==> src/rtl/http_request_line_parser_unit_macros.svh <==
// ----------------------------------------------------------------------------
// HTTP request line parser assertion macros
// Shorthand for the clocked, reset-qualified checks used by the parser.
// ----------------------------------------------------------------------------
`ifndef HTTP_REQUEST_LINE_PARSER_UNIT_MACROS_SVH
`define HTTP_REQUEST_LINE_PARSER_UNIT_MACROS_SVH

// Same-cycle implication, checked while out of reset.
`define HRLP_ASSERT_NOW(label, clk, rstn, ante, cons, msg) \
    label: assert property (@(posedge clk) disable iff (!(rstn)) (ante) |-> (cons)) \
        else $error(msg);

// Next-cycle implication, checked while out of reset.
`define HRLP_ASSERT_NEXT(label, clk, rstn, ante, cons, msg) \
    label: assert property (@(posedge clk) disable iff (!(rstn)) (ante) |=> (cons)) \
        else $error(msg);

`endif

==> src/rtl/hrlp_pkg.sv <==
// ----------------------------------------------------------------------------
// HTTP request line parser package
// Shared types, codes and character classes for the parser.
// ----------------------------------------------------------------------------
`default_nettype none

package hrlp_pkg;

    localparam int unsigned BYTE_W   = 8;
    localparam int unsigned VER_W    = 16;
    localparam int unsigned ROLE_W   = 2;
    localparam int unsigned ERR_W    = 2;
    localparam int unsigned POS_W    = 3;
    localparam int unsigned PREFIX_LEN = 5;
    // error_code, major, minor, padded up to whole bytes
    localparam int unsigned RES_BITS = ERR_W + 2 * VER_W;
    localparam int unsigned M_DATA_W = ((RES_BITS + 7) / 8) * 8;

    localparam logic [BYTE_W-1:0] CH_SPACE = 8'h20;
    localparam logic [BYTE_W-1:0] CH_DOT   = 8'h2E;
    localparam logic [VER_W-1:0]  VER_MAX  = 16'hFFFF;

    typedef enum logic [2:0] {
        PH_METHOD = 3'd0,
        PH_URI    = 3'd1,
        PH_PREFIX = 3'd2,
        PH_MAJOR  = 3'd3,
        PH_MINOR  = 3'd4,
        PH_ERROR  = 3'd5
    } phase_t;

    typedef enum logic [ROLE_W-1:0] {
        ROLE_METHOD = 2'd0,
        ROLE_URI    = 2'd1,
        ROLE_SEP    = 2'd2,
        ROLE_ERROR  = 2'd3
    } role_t;

    typedef enum logic [ERR_W-1:0] {
        ERR_NONE    = 2'd0,
        ERR_METHOD  = 2'd1,
        ERR_URI     = 2'd2,
        ERR_VERSION = 2'd3
    } err_t;

    typedef struct packed {
        phase_t           phase;
        logic [POS_W-1:0] prefix_pos;
        logic             method_seen;
        err_t             error_latch;
        logic [VER_W-1:0] major_acc;
        logic [VER_W-1:0] minor_acc;
    } state_t;

    typedef struct packed {
        role_t            role;
        logic             done;
        err_t             error_code;
        logic [VER_W-1:0] major_version;
        logic [VER_W-1:0] minor_version;
    } result_t;

    localparam state_t STATE_RESET = '{
        phase:       PH_METHOD,
        prefix_pos:  '0,
        method_seen: 1'b0,
        error_latch: ERR_NONE,
        major_acc:   '0,
        minor_acc:   '0
    };

    function automatic logic is_digit(input logic [BYTE_W-1:0] c);
        return (c >= 8'h30) && (c <= 8'h39);
    endfunction

    // Token characters: letters, digits and the listed punctuation.
    function automatic logic is_token_char(input logic [BYTE_W-1:0] c);
        logic ok;
        ok = ((c >= 8'h61) && (c <= 8'h7A)) || ((c >= 8'h41) && (c <= 8'h5A))
            || is_digit(c);
        case (c)
            8'h21, 8'h23, 8'h24, 8'h25, 8'h26, 8'h27, 8'h2A, 8'h2B,
            8'h2D, 8'h2E, 8'h5E, 8'h5F, 8'h60, 8'h7C, 8'h7E: ok = 1'b1;
            default: ;
        endcase
        return ok;
    endfunction

    // Expected byte of the "HTTP/" literal at a given position.
    function automatic logic [BYTE_W-1:0] prefix_char(input logic [POS_W-1:0] pos);
        logic [BYTE_W-1:0] ch;
        case (pos)
            3'd0:    ch = 8'h48;
            3'd1:    ch = 8'h54;
            3'd2:    ch = 8'h54;
            3'd3:    ch = 8'h50;
            3'd4:    ch = 8'h2F;
            default: ch = 8'h00;
        endcase
        return ch;
    endfunction

    // acc * 10 + digit, saturating; times ten is two shifts and an add.
    function automatic logic [VER_W-1:0] add_digit(input logic [VER_W-1:0] acc,
                                                   input logic [BYTE_W-1:0] c);
        logic [VER_W+3:0] v;
        v = ({4'd0, acc} << 3) + ({4'd0, acc} << 1) + {{VER_W{1'b0}}, c[3:0]};
        return (v > {4'd0, VER_MAX}) ? VER_MAX : v[VER_W-1:0];
    endfunction

endpackage

`default_nettype wire

==> src/rtl/hrlp_in_stage.sv <==
// ----------------------------------------------------------------------------
// HTTP request line parser input stage
// Registers one incoming byte and its end-of-line flag.
// ----------------------------------------------------------------------------
`default_nettype none

module hrlp_in_stage
    import hrlp_pkg::*;
(
    input  wire logic              aclk,
    input  wire logic              aresetn,
    input  wire logic              in_valid,
    input  wire logic [BYTE_W-1:0] in_byte,
    input  wire logic              in_last,
    output logic                   in_ready,
    input  wire logic              take,
    output logic                   held_valid,
    output logic [BYTE_W-1:0]      held_byte,
    output logic                   held_last
);

    logic              valid_reg;
    logic [BYTE_W-1:0] byte_reg;
    logic              last_reg;

    // The slot refills in the same cycle it drains.
    assign in_ready = !valid_reg || take;

    always_ff @(posedge aclk) begin
        if (!aresetn) begin
            valid_reg <= 1'b0;
        end else if (in_ready) begin
            valid_reg <= in_valid;
        end
    end

    always_ff @(posedge aclk) begin
        if (in_valid && in_ready) begin
            byte_reg <= in_byte;
            last_reg <= in_last;
        end
    end

    assign held_valid = valid_reg;
    assign held_byte  = byte_reg;
    assign held_last  = last_reg;

endmodule

`default_nettype wire

==> src/rtl/hrlp_step.sv <==
// ----------------------------------------------------------------------------
// HTTP request line parser step logic
// Next parser state and the result for one byte.
// ----------------------------------------------------------------------------
`default_nettype none

module hrlp_step
    import hrlp_pkg::*;
(
    input  wire state_t            st,
    input  wire logic [BYTE_W-1:0] c,
    input  wire logic              fin,
    output state_t                 st_next,
    output result_t                res
);

    always_comb begin
        state_t nx;
        err_t   err;
        role_t  role;

        nx   = st;
        role = ROLE_ERROR;
        err  = ERR_NONE;

        case (st.phase)
            PH_METHOD: begin
                if (c == CH_SPACE) begin
                    if (st.method_seen) begin
                        nx.phase = PH_URI;
                        role     = ROLE_SEP;
                    end else begin
                        nx.phase       = PH_ERROR;
                        nx.error_latch = ERR_METHOD;
                    end
                end else if (is_token_char(c)) begin
                    nx.method_seen = 1'b1;
                    role           = ROLE_METHOD;
                end else begin
                    nx.phase       = PH_ERROR;
                    nx.error_latch = ERR_METHOD;
                end
            end
            PH_URI: begin
                if (c == CH_SPACE) begin
                    nx.phase      = PH_PREFIX;
                    nx.prefix_pos = '0;
                    role          = ROLE_SEP;
                end else begin
                    role = ROLE_URI;
                end
            end
            PH_PREFIX: begin
                if ((st.prefix_pos < POS_W'(PREFIX_LEN)) && (c == prefix_char(st.prefix_pos)))
                begin
                    role          = ROLE_SEP;
                    nx.prefix_pos = st.prefix_pos + 1'b1;
                    if (st.prefix_pos == POS_W'(PREFIX_LEN - 1)) begin
                        nx.phase = PH_MAJOR;
                    end
                end else begin
                    nx.phase       = PH_ERROR;
                    nx.error_latch = ERR_VERSION;
                end
            end
            PH_MAJOR: begin
                if (is_digit(c)) begin
                    nx.major_acc = add_digit(st.major_acc, c);
                    role         = ROLE_SEP;
                end else if (c == CH_DOT) begin
                    nx.phase = PH_MINOR;
                    role     = ROLE_SEP;
                end else begin
                    nx.phase       = PH_ERROR;
                    nx.error_latch = ERR_VERSION;
                end
            end
            PH_MINOR: begin
                if (is_digit(c)) begin
                    nx.minor_acc = add_digit(st.minor_acc, c);
                    role         = ROLE_SEP;
                end else begin
                    nx.phase       = PH_ERROR;
                    nx.error_latch = ERR_VERSION;
                end
            end
            default: begin
                nx.phase = PH_ERROR;
            end
        endcase

        res.role          = role;
        res.done          = fin;
        res.major_version = '0;
        res.minor_version = '0;

        if (fin) begin
            case (nx.phase)
                PH_METHOD: err = ERR_METHOD;
                PH_URI:    err = ERR_URI;
                PH_PREFIX: err = ERR_VERSION;
                PH_MAJOR:  err = ERR_VERSION;
                PH_MINOR:  err = ERR_NONE;
                default:   err = nx.error_latch;
            endcase
            if (err == ERR_NONE) begin
                res.major_version = nx.major_acc;
                res.minor_version = nx.minor_acc;
            end
            // The next line starts from a clean parser.
            nx = STATE_RESET;
        end

        res.error_code = err;
        st_next        = nx;
    end

endmodule

`default_nettype wire

==> src/rtl/http_request_line_parser_unit.sv <==
// ----------------------------------------------------------------------------
// HTTP request line parser
// Checks a request line byte by byte and tags the role of every byte.
// ----------------------------------------------------------------------------
// Usage:
//   The slave stream carries one byte of a request line per request in
//   s_tdata, with s_tlast high on the final byte (line terminator stripped).
//   The master stream returns one result per byte: m_tuser is the byte role,
//   m_tlast marks the result of the final byte, and m_tdata holds the error
//   code and the major and minor version numbers, which are zero except on
//   the final byte of a line.
//   An accepted byte waits in the input register, and the parse step writes
//   the result register when it advances. Throughput is one byte per cycle
//   while m_tready stays high, set by the single state update per byte.
//   Reset (aresetn low, synchronous) empties both registers and returns the
//   parser to the start of a line. The parser also restarts on its own after
//   each final byte.
//   When m_tready stalls a valid result, that register holds; an empty input
//   register takes one more byte, after which s_tready drops until drained.
// ----------------------------------------------------------------------------
`default_nettype none

`include "http_request_line_parser_unit_macros.svh"

module http_request_line_parser_unit
    import hrlp_pkg::*;
(
    input  wire logic                aclk,
    input  wire logic                aresetn,
    input  wire logic                s_tvalid,
    output logic                     s_tready,
    input  wire logic [BYTE_W-1:0]   s_tdata,  // [7:0] byte_in
    input  wire logic                s_tlast,
    output logic                     m_tvalid,
    input  wire logic                m_tready,
    output logic [M_DATA_W-1:0]      m_tdata,  // [1:0] error_code, [17:2] major_version,
                                               // [33:18] minor_version, rest zero
    output logic [ROLE_W-1:0]        m_tuser,  // [1:0] role
    output logic                     m_tlast   // done_res
);

    logic              held_valid;
    logic [BYTE_W-1:0] held_byte;
    logic              held_last;
    logic              out_free;
    logic              advance;

    state_t  state_reg;
    state_t  state_next;
    result_t step_res;
    result_t res_reg;
    logic    out_valid_reg;

    assign out_free = !out_valid_reg || m_tready;
    assign advance  = held_valid && out_free;

    hrlp_in_stage u_in_stage (
        .aclk       (aclk),
        .aresetn    (aresetn),
        .in_valid   (s_tvalid),
        .in_byte    (s_tdata),
        .in_last    (s_tlast),
        .in_ready   (s_tready),
        .take       (advance),
        .held_valid (held_valid),
        .held_byte  (held_byte),
        .held_last  (held_last)
    );

    hrlp_step u_step (
        .st      (state_reg),
        .c       (held_byte),
        .fin     (held_last),
        .st_next (state_next),
        .res     (step_res)
    );

    always_ff @(posedge aclk) begin
        if (!aresetn) begin
            state_reg     <= STATE_RESET;
            out_valid_reg <= 1'b0;
        end else begin
            if (advance) begin
                state_reg <= state_next;
            end
            if (out_free) begin
                out_valid_reg <= held_valid;
            end
        end
    end

    always_ff @(posedge aclk) begin
        if (advance) begin
            res_reg <= step_res;
        end
    end

    assign m_tvalid = out_valid_reg;
    assign m_tuser  = res_reg.role;
    assign m_tlast  = res_reg.done;
    assign m_tdata  = {{(M_DATA_W - RES_BITS){1'b0}}, res_reg.minor_version,
                       res_reg.major_version, res_reg.error_code};

    `HRLP_ASSERT_NOW(a_mid_line_clean, aclk, aresetn, m_tvalid && !m_tlast, res_reg.error_code == ERR_NONE && res_reg.major_version == '0 && res_reg.minor_version == '0, "hrlp: status fields set before the final byte")
    `HRLP_ASSERT_NOW(a_error_no_version, aclk, aresetn, m_tvalid && res_reg.error_code != ERR_NONE, res_reg.major_version == '0 && res_reg.minor_version == '0, "hrlp: version reported with an error")
    `HRLP_ASSERT_NEXT(a_restart_after_line, aclk, aresetn, advance && held_last, state_reg.phase == PH_METHOD && !state_reg.method_seen, "hrlp: parser did not restart after the final byte")
    `HRLP_ASSERT_NOW(a_error_latched, aclk, aresetn, state_reg.phase == PH_ERROR, state_reg.error_latch != ERR_NONE, "hrlp: error phase without an error code")

endmodule

`default_nettype wire
==> config.mk <==
export PLATFORM = sky130hd
export DESIGN_NAME = http_request_line_parser_unit
export DESIGN_NICKNAME = d
export VERILOG_FILES = /design/src/rtl/hrlp_pkg.sv /design/src/rtl/hrlp_in_stage.sv /design/src/rtl/hrlp_step.sv /design/src/rtl/http_request_line_parser_unit.sv
export VERILOG_INCLUDE_DIRS = /design/src /design/src/rtl
export SDC_FILE = /design/constraint.sdc
export NUM_CORES = 1
export LEC_CHECK = 0
export ABC_AREA = 1
export BUFFER_PORTS_ARGS = -buffer_cell sky130_fd_sc_hd__buf_2
export CAP_MARGIN = 20
export CELL_PAD_IN_SITES_DETAIL_PLACEMENT = 1
export CELL_PAD_IN_SITES_GLOBAL_PLACEMENT = 2
export CORE_MARGIN = 3
export CORE_UTILIZATION = 36
export DETAILED_ROUTE_END_ITERATION = 8
export GPL_TIMING_DRIVEN = 1
export PLACE_DENSITY = 0.83
export REMOVE_ABC_BUFFERS = 1
export SYNTH_ARGS = -nofsm -noshare
export SYNTH_HDL_FRONTEND = slang
export SYNTH_SLANG_ARGS = --single-unit
export TNS_END_PERCENT = 50
==> constraint.sdc <==
create_clock -name aclk -period 3.7 [get_ports aclk]
set_input_delay 0.185 -clock aclk [delete_from_list [all_inputs] [get_ports aclk]]
set_output_delay 0.185 -clock aclk [all_outputs]
set_load 0.01 [all_outputs]
# ---- After elaboration in Yosys (flattened, before gate mapping)
# Cells that the tools add are included.
dict set report totals {
  regBits 89
  in_bits 13
  out_inout_bits 45
  elab_cells 132
}
dict set report op_classes {
  add_sub_neg 5
  magnitude_cmp 9
  eq_ne 32
  n_mux 46
  n_reduce_logical 25
}
# op count
set ops {}
lappend ops {{16-bit 2-to-1 mux} 6}
lappend ops {{8-bit by 6-bit equality test with 1-bit output (second input constant)} 11}
lappend ops {{41-bit 2-to-1 mux} 1}
lappend ops {{19-bit by 17-bit adder with 20-bit output} 2}
lappend ops {{20-bit by 4-bit adder with 20-bit output} 2}
lappend ops {{8-bit by 7-bit equality test with 1-bit output (second input constant)} 5}
lappend ops {{20-bit by 16-bit greater-than comparator with 1-bit output (second input constant)} 2}
lappend ops {{7-bit one-hot mux with 4 select lines} 1}
lappend ops {{2-bit 2-to-1 mux} 12}
lappend ops {{3-bit 2-to-1 mux} 8}
lappend ops {{3-bit by 2-bit equality test with 1-bit output (second input constant)} 6}
lappend ops {{8-bit by 7-bit greater-or-equal comparator with 1-bit output (second input constant)} 2}
lappend ops {{8-bit by 7-bit less-or-equal comparator with 1-bit output (second input constant)} 2}
lappend ops {{2-bit one-hot mux with 4 select lines} 2}
lappend ops {{3-bit one-hot mux with 5 select lines} 1}
lappend ops {{15-bit OR reduction} 1}
lappend ops {{1-bit 2-to-1 mux} 11}
lappend ops {{2-bit one-hot mux with 5 select lines} 1}
lappend ops {{3-bit by 1-bit equality test with 1-bit output (second input constant)} 3}
lappend ops {{3-bit equality test (second input constant)} 3}
lappend ops {{3-bit logical NOT} 3}
lappend ops {{8-bit equality test} 1}
lappend ops {{8-bit by 6-bit greater-or-equal comparator with 1-bit output (second input constant)} 1}
lappend ops {{8-bit by 6-bit less-or-equal comparator with 1-bit output (second input constant)} 1}
lappend ops {{other kinds (16)} 29}

# ---- Longest topological paths before layout
dict set report logic_depth {
  depth_word 16
  ltp_mapped 17
  mapped_depth_nobuf 16
}

# ---- Hierarchy
# From an unflattened synthesis, not the netlist that was laid out.
dict set report unflattened {
  hier_cells 1079
  hier_area_um2 7529.7
}
# mod n_inst cells_each area_per_inst_um2 seq_area_each_um2
set by_module_without_submodules {}
lappend by_module_without_submodules {hrlp_step 1 744 4144.0 0.0}
lappend by_module_without_submodules {http_request_line_parser_unit 1 319 3064.2 1951.9}
lappend by_module_without_submodules {hrlp_in_stage 1 16 321.6 290.3}

# ---- Worst setup path after synthesis
# Ideal clock, no wire load.
dict set report synth_path {
  kind {reg-to-reg}
  start {register u_in_stage.byte_reg[3] (netlist: u_in_stage.held_byte[3])}
  end {register res_reg, in the netlist m_tdata[20], data pin}
  setup_time_ns 0.254
  t_arrival_ns 2.683
  required_time_ns 3.446
  path_slack_ns 0.762
  stages_incl_launch_ff 16
  path_buffers 1
  synth_period_minus_slack_ns 2.938
  cell_sequence {edfxtp_1 -> fa_1 -> fa_1 -> nand2_1 -> a21oi_2 -> nand2_1 -> nand2_1 -> nand3_1 -> nand2_1 -> nand2_1 -> nand2_1 -> nor2_2 -> buf_2 -> nand3_1 -> nand2_1 -> nor3_2}
}
dict set report synth_between {
  elab_chain_cells 16
  elab_cells_between_ends 63
  cone_classes {add/sub: 1; order compare: 7; eq/ne: 21; mux: 23; reduce/logical: 11}
}
# item line_no
set synth_rtl {}
lappend synth_rtl {{from (decl)} hrlp_in_stage.sv:23} ;# logic [BYTE_W-1:0] byte_reg;
lappend synth_rtl {{from (signal assigned)} hrlp_in_stage.sv:39} ;# byte_reg <= in_byte;
lappend synth_rtl {{8-bit by 7-bit greater-or-equal comparator with 1-bit output / 8-bit by 7-bit less-or-equal comparator with 1-bit output (equally long branches)} hrlp_pkg.sv:79} ;# ok = ((c >= 8'h61) && (c <= 8'h7A)) || ((c >= 8'h41) && (c <= 8'h5A))
lappend synth_rtl {{1-bit logical AND} hrlp_pkg.sv:79}
lappend synth_rtl {{1-bit logical OR} hrlp_pkg.sv:79}
lappend synth_rtl {{1-bit logical OR} hrlp_pkg.sv:80} ;# || is_digit(c);
lappend synth_rtl {{1-bit 2-to-1 mux} hrlp_pkg.sv:81} ;# case (c)
lappend synth_rtl {{1-bit 2-to-1 mux} hrlp_step.sv:28} ;# if (c == CH_SPACE) begin
lappend synth_rtl {{1-bit 2-to-1 mux} hrlp_step.sv:26} ;# case (st.phase)
lappend synth_rtl {{3-bit 2-to-1 mux} hrlp_step.sv:36} ;# end else if (is_token_char(c)) begin
lappend synth_rtl {{3-bit 2-to-1 mux} hrlp_step.sv:28}
lappend synth_rtl {{3-bit one-hot mux with 5 select lines} hrlp_step.sv:26}
lappend synth_rtl {{3-bit by 2-bit equality test with 1-bit output} hrlp_step.sv:98} ;# case (nx.phase)
lappend synth_rtl {{2-bit OR reduction (no source line)} -}
lappend synth_rtl {{2-bit one-hot mux with 4 select lines} hrlp_step.sv:98}
lappend synth_rtl {{2-bit 2-to-1 mux} hrlp_step.sv:97} ;# if (fin) begin
lappend synth_rtl {{2-bit logical NOT} hrlp_step.sv:106} ;# if (err == ERR_NONE) begin
lappend synth_rtl {{2-bit AND reduction (no source line)} -}
lappend synth_rtl {{to (signal assigned)} http_request_line_parser_unit.sv:94} ;# res_reg <= step_res;
lappend synth_rtl {{to (decl)} http_request_line_parser_unit.sv:51} ;# result_t res_reg;
# Several ways; a longest one is shown, not always the timed one. The select of a mux whose other input is x is not followed.
# A chain may end at the register's enable or synchronous reset.

# ---- Final worst setup path
dict set report layout_path {
  start {register u_in_stage.byte_reg[3] (netlist: u_in_stage.held_byte[3])}
  end {register res_reg, in the netlist m_tdata[25], data pin}
}
# The elaborated chain is that of the path after synthesis.

==> results_dict.tcl <==
set metrics [dict create \
    crit_required_ns 3.78 \
    cp_max_fo 10 \
    cp_common_cell "nand2_1" \
    antenna_found_initial 0 \
    synth-seq-cells 89 \
    ff2ff_path_depth 15 \
    finalCoreUtilization_pct 41.1 \
    post_cts_resized 0 \
    fin_crit_ns 3.38 \
    hpwlAfterDp_um 15400 \
    antenna_cells 0 \
    whs_path_depth 1 \
    slowest_stage "fa_1" \
    crit_chain "fa_1 > fa_1 > nand2_1 > a21oi_2 > nand2_1 > nand2_1 > nand3_1 > nand2_1 > nand2_1 > nand2_1 > nor2_2 > buf_4 > nand3_1 > nand2_1 > nor3_2" \
    avgSynthCellArea_um2 7.50 \
    hp-class "primary input to flop" \
    viasPerCell 5.09 \
    yosys.area.top_type_share_pct 19.9 \
    critPathKind "flop to flop" \
    cts_tree "built" \
    rows 50 \
    h-tree-depth 3 \
    leakagePower_nw 3.56 \
    setup_viol 0 \
    r2r_start "u_in_stage.held_byte[3]$_DFFE_PP_" \
    finalWirelength_um 20700 \
    die_y_um 145 \
    syn2layout_area_growth_pct 11.3 \
    gp_congestion 0.878 \
    numPortBuffers 51 \
    regToRegEndpoint "m_tdata[25]$_SDFFCE_PN0P_" \
    nets 1059 \
    ant_nets 0 \
    skew_ns 0.00828 \
    hp-start "s_tdata[6]" \
    ir_drop_v 0.000189 \
    reg2reg_slack_ns 0.32 \
    grt_max_degree 41 \
    power_mw 2.24 \
    drive_gt1_share_pct 16.0 \
    first_pass_iters 4 \
    dpl.cell_count 1223 \
    grt_pass1_vias 6645 \
    io_pins 58 \
    max-slew-margin-rel_pct 32.6 \
    synthFlopType "edfxtp_1" \
    grt_pass1_wl_um 34600 \
    core-area_mm2 0.0188 \
    cts.reportedPaths.clkPinSlew_ns 0.07 \
    critPathMaxStageDelay_ns 0.60 \
    maxSlewViolCount 0 \
    grt_overflow 0 \
    clock-sinks 89 \
    largest_reg_flops 41 \
    clk_latency_ns 0.35 \
    vias 6308 \
    grt_usage_pct 20.0 \
    finalCritPeriodShare_pct 91.2 \
    ys_warn_count 0 \
    cp-start-kind "flop" \
    dieArea_mm2 0.0210 \
    arrival_ns 3.45 \
    clockBufferDepth 2 \
    worst_pin_slew_ns 1.01 \
    root_buffer "clkbuf_16" \
    initial_utilization_pct 36.9 \
    path_delay_family "simple AND/OR/NAND/NOR gates" \
    crit_buf_inv 1 \
    ys_top_cells_by_area "edfxtp_1 (20%), dfxtp_1 (12%), nand2_1 (12%)" \
    route.detailed.drc 0 \
    cts_made_buffers 9 \
    syn_inst 927 \
    wire_per_inst_um 16.7 \
    hold_viol_final 0 \
    worstSetupEndpointType "flop" \
    tns_ns 0 \
    power_density_mw_per_mm2 289 \
    die_x_um 145 \
    outcome "finished clean" \
    max_cap_viol_count 0 \
    synthArstFlopShare_pct 0 \
    fmax_mhz 296 \
    synth_top_area_cell "edfxtp_1" \
    syn_area_mm2 0.00695 \
    yosysUniqueCellTypes 44 \
    post-cts-setup-buffer-count 0 \
    synth.yosys.seq_area_share_pct 32.2 \
    final_cells 1240 \
    min_to "u_in_stage.held_byte[6]$_DFFE_PP_" \
    dr.first_iter.drc_count 217 \
    rsz0062_at_grt "false" \
    synth-edff-count 46 \
]
## Yosys cell counts, types with 4 or more instances
library cell	number
nand2_1	226
nand3_1	107
a21oi_1	87
nor2_1	76
inv_1	72
ha_1	67
edfxtp_1	46
dfxtp_1	43
nor3_2	32
xor2_1	19
o21ai_0	18
or2_2	18
clkbuf_1	14
nand4_1	13
nor3_1	12
nor2_2	7
buf_2	6
buf_4	6
buf_6	6
nand2_2	6
inv_2	5
o21ai_1	5
a21o_1	4
fa_1	4
## worst max-delay path by stage
stage          cells past startpoint                   endpoint                               from  slack [ns]
6_report                          15  m_tdata[25]$_SDFFCE_PN0P_  u_in_stage.held_byte[3]$_DFFE_PP_        0.32
5_1_grt                           14  m_tdata[25]$_SDFFCE_PN0P_  u_in_stage.held_byte[3]$_DFFE_PP_        0.04
4_1_cts                           15  m_tdata[25]$_SDFFCE_PN0P_  u_in_stage.held_byte[3]$_DFFE_PP_        0.31
2_1_floorplan                     14  m_tdata[18]$_SDFFCE_PN0P_  u_in_stage.held_byte[3]$_DFFE_PP_        0.71
3_5_place_dp                      15  m_tdata[25]$_SDFFCE_PN0P_  u_in_stage.held_byte[3]$_DFFE_PP_        0.33
3_3_place_gp                      14  m_tdata[27]$_SDFFCE_PN0P_  u_in_stage.held_byte[3]$_DFFE_PP_        0.39
## routing by layer
metal / share of wire, % / GRT usage [%]
met5: 0 / 0
met2: 47 / 34.1
met4: 1.3 / 4.99
met3: 3.3 / 3.28
met1: 48 / 26.6
## final cells by class
class	count	area [um^2]
Timing Repair Buffer	64	355
Clock inverter	3	26.3
Clock buffer	13	250
Fill cell	2358	11100
Multi-Input combinational cell	732	4240
Inverter	79	297
Sequential cell	89	2240
Tap cell	260	325
## cells by family (layout without fill, tap and decap cells)
| group | after synthesis | after routing | share of synthesized area [%] |
|---|---|---|---|
| DFF | 89 | 89 | 32.2 |
| xor gates and xnor gates | 20 | 20 | 2.52 |
| other | 1 | 6 | 0.0539 |
| AOI/OAI and AO/OA | 127 | 127 | 10.1 |
| buffers and inverters | 111 | 159 | 7.07 |
| and+or+nand+nor | 508 | 508 | 34.8 |
| adders and majority gates | 71 | 71 | 13.2 |
## timing repair
action	4_1_cts	5_1_grt
setup endpoints to repair	0	0
endpoints found under the hold margin	0	1
hold buffers	0	1
## report_power, final
group | leakage (nW) | switching, mW | internal (mW)
logic | 2.62 | 0.197 | 0.0623
clock network | 0.134 | 0.414 | 0.481
registers | 0.798 | 0.0208 | 1.06
## cells in the final DEF (no fill, tap or decap), drive strengths merged, types with 13 or more instances in the layout
| cell type | instances |
|---|---|
| xor2 | 19 |
| edfxtp | 46 |
| dfxtp | 43 |
| nor2 | 85 |
| a21oi | 89 |
| nor3 | 44 |
| inv | 78 |
| nand4 | 14 |
| nand2 | 233 |
| ha | 67 |
| or2 | 19 |
| nand3 | 108 |
| buf | 63 |
| o21ai | 24 |
| clkbuf | 13 |
## metrics by stage
stage	hold slack (ns)	instance area, um^2	worst slack [ns]
6_report	0.0189	7740	0.324
5_1_grt	0.00174	7740	0.0396
4_1_cts	0.00198	7730	0.314
3_5_place_dp	0.364	7450	0.331
3_3_place_gp	0.365	7450	0.392
2_1_floorplan	0.284	6780	0.711
(Power assumes the default switching activity.)
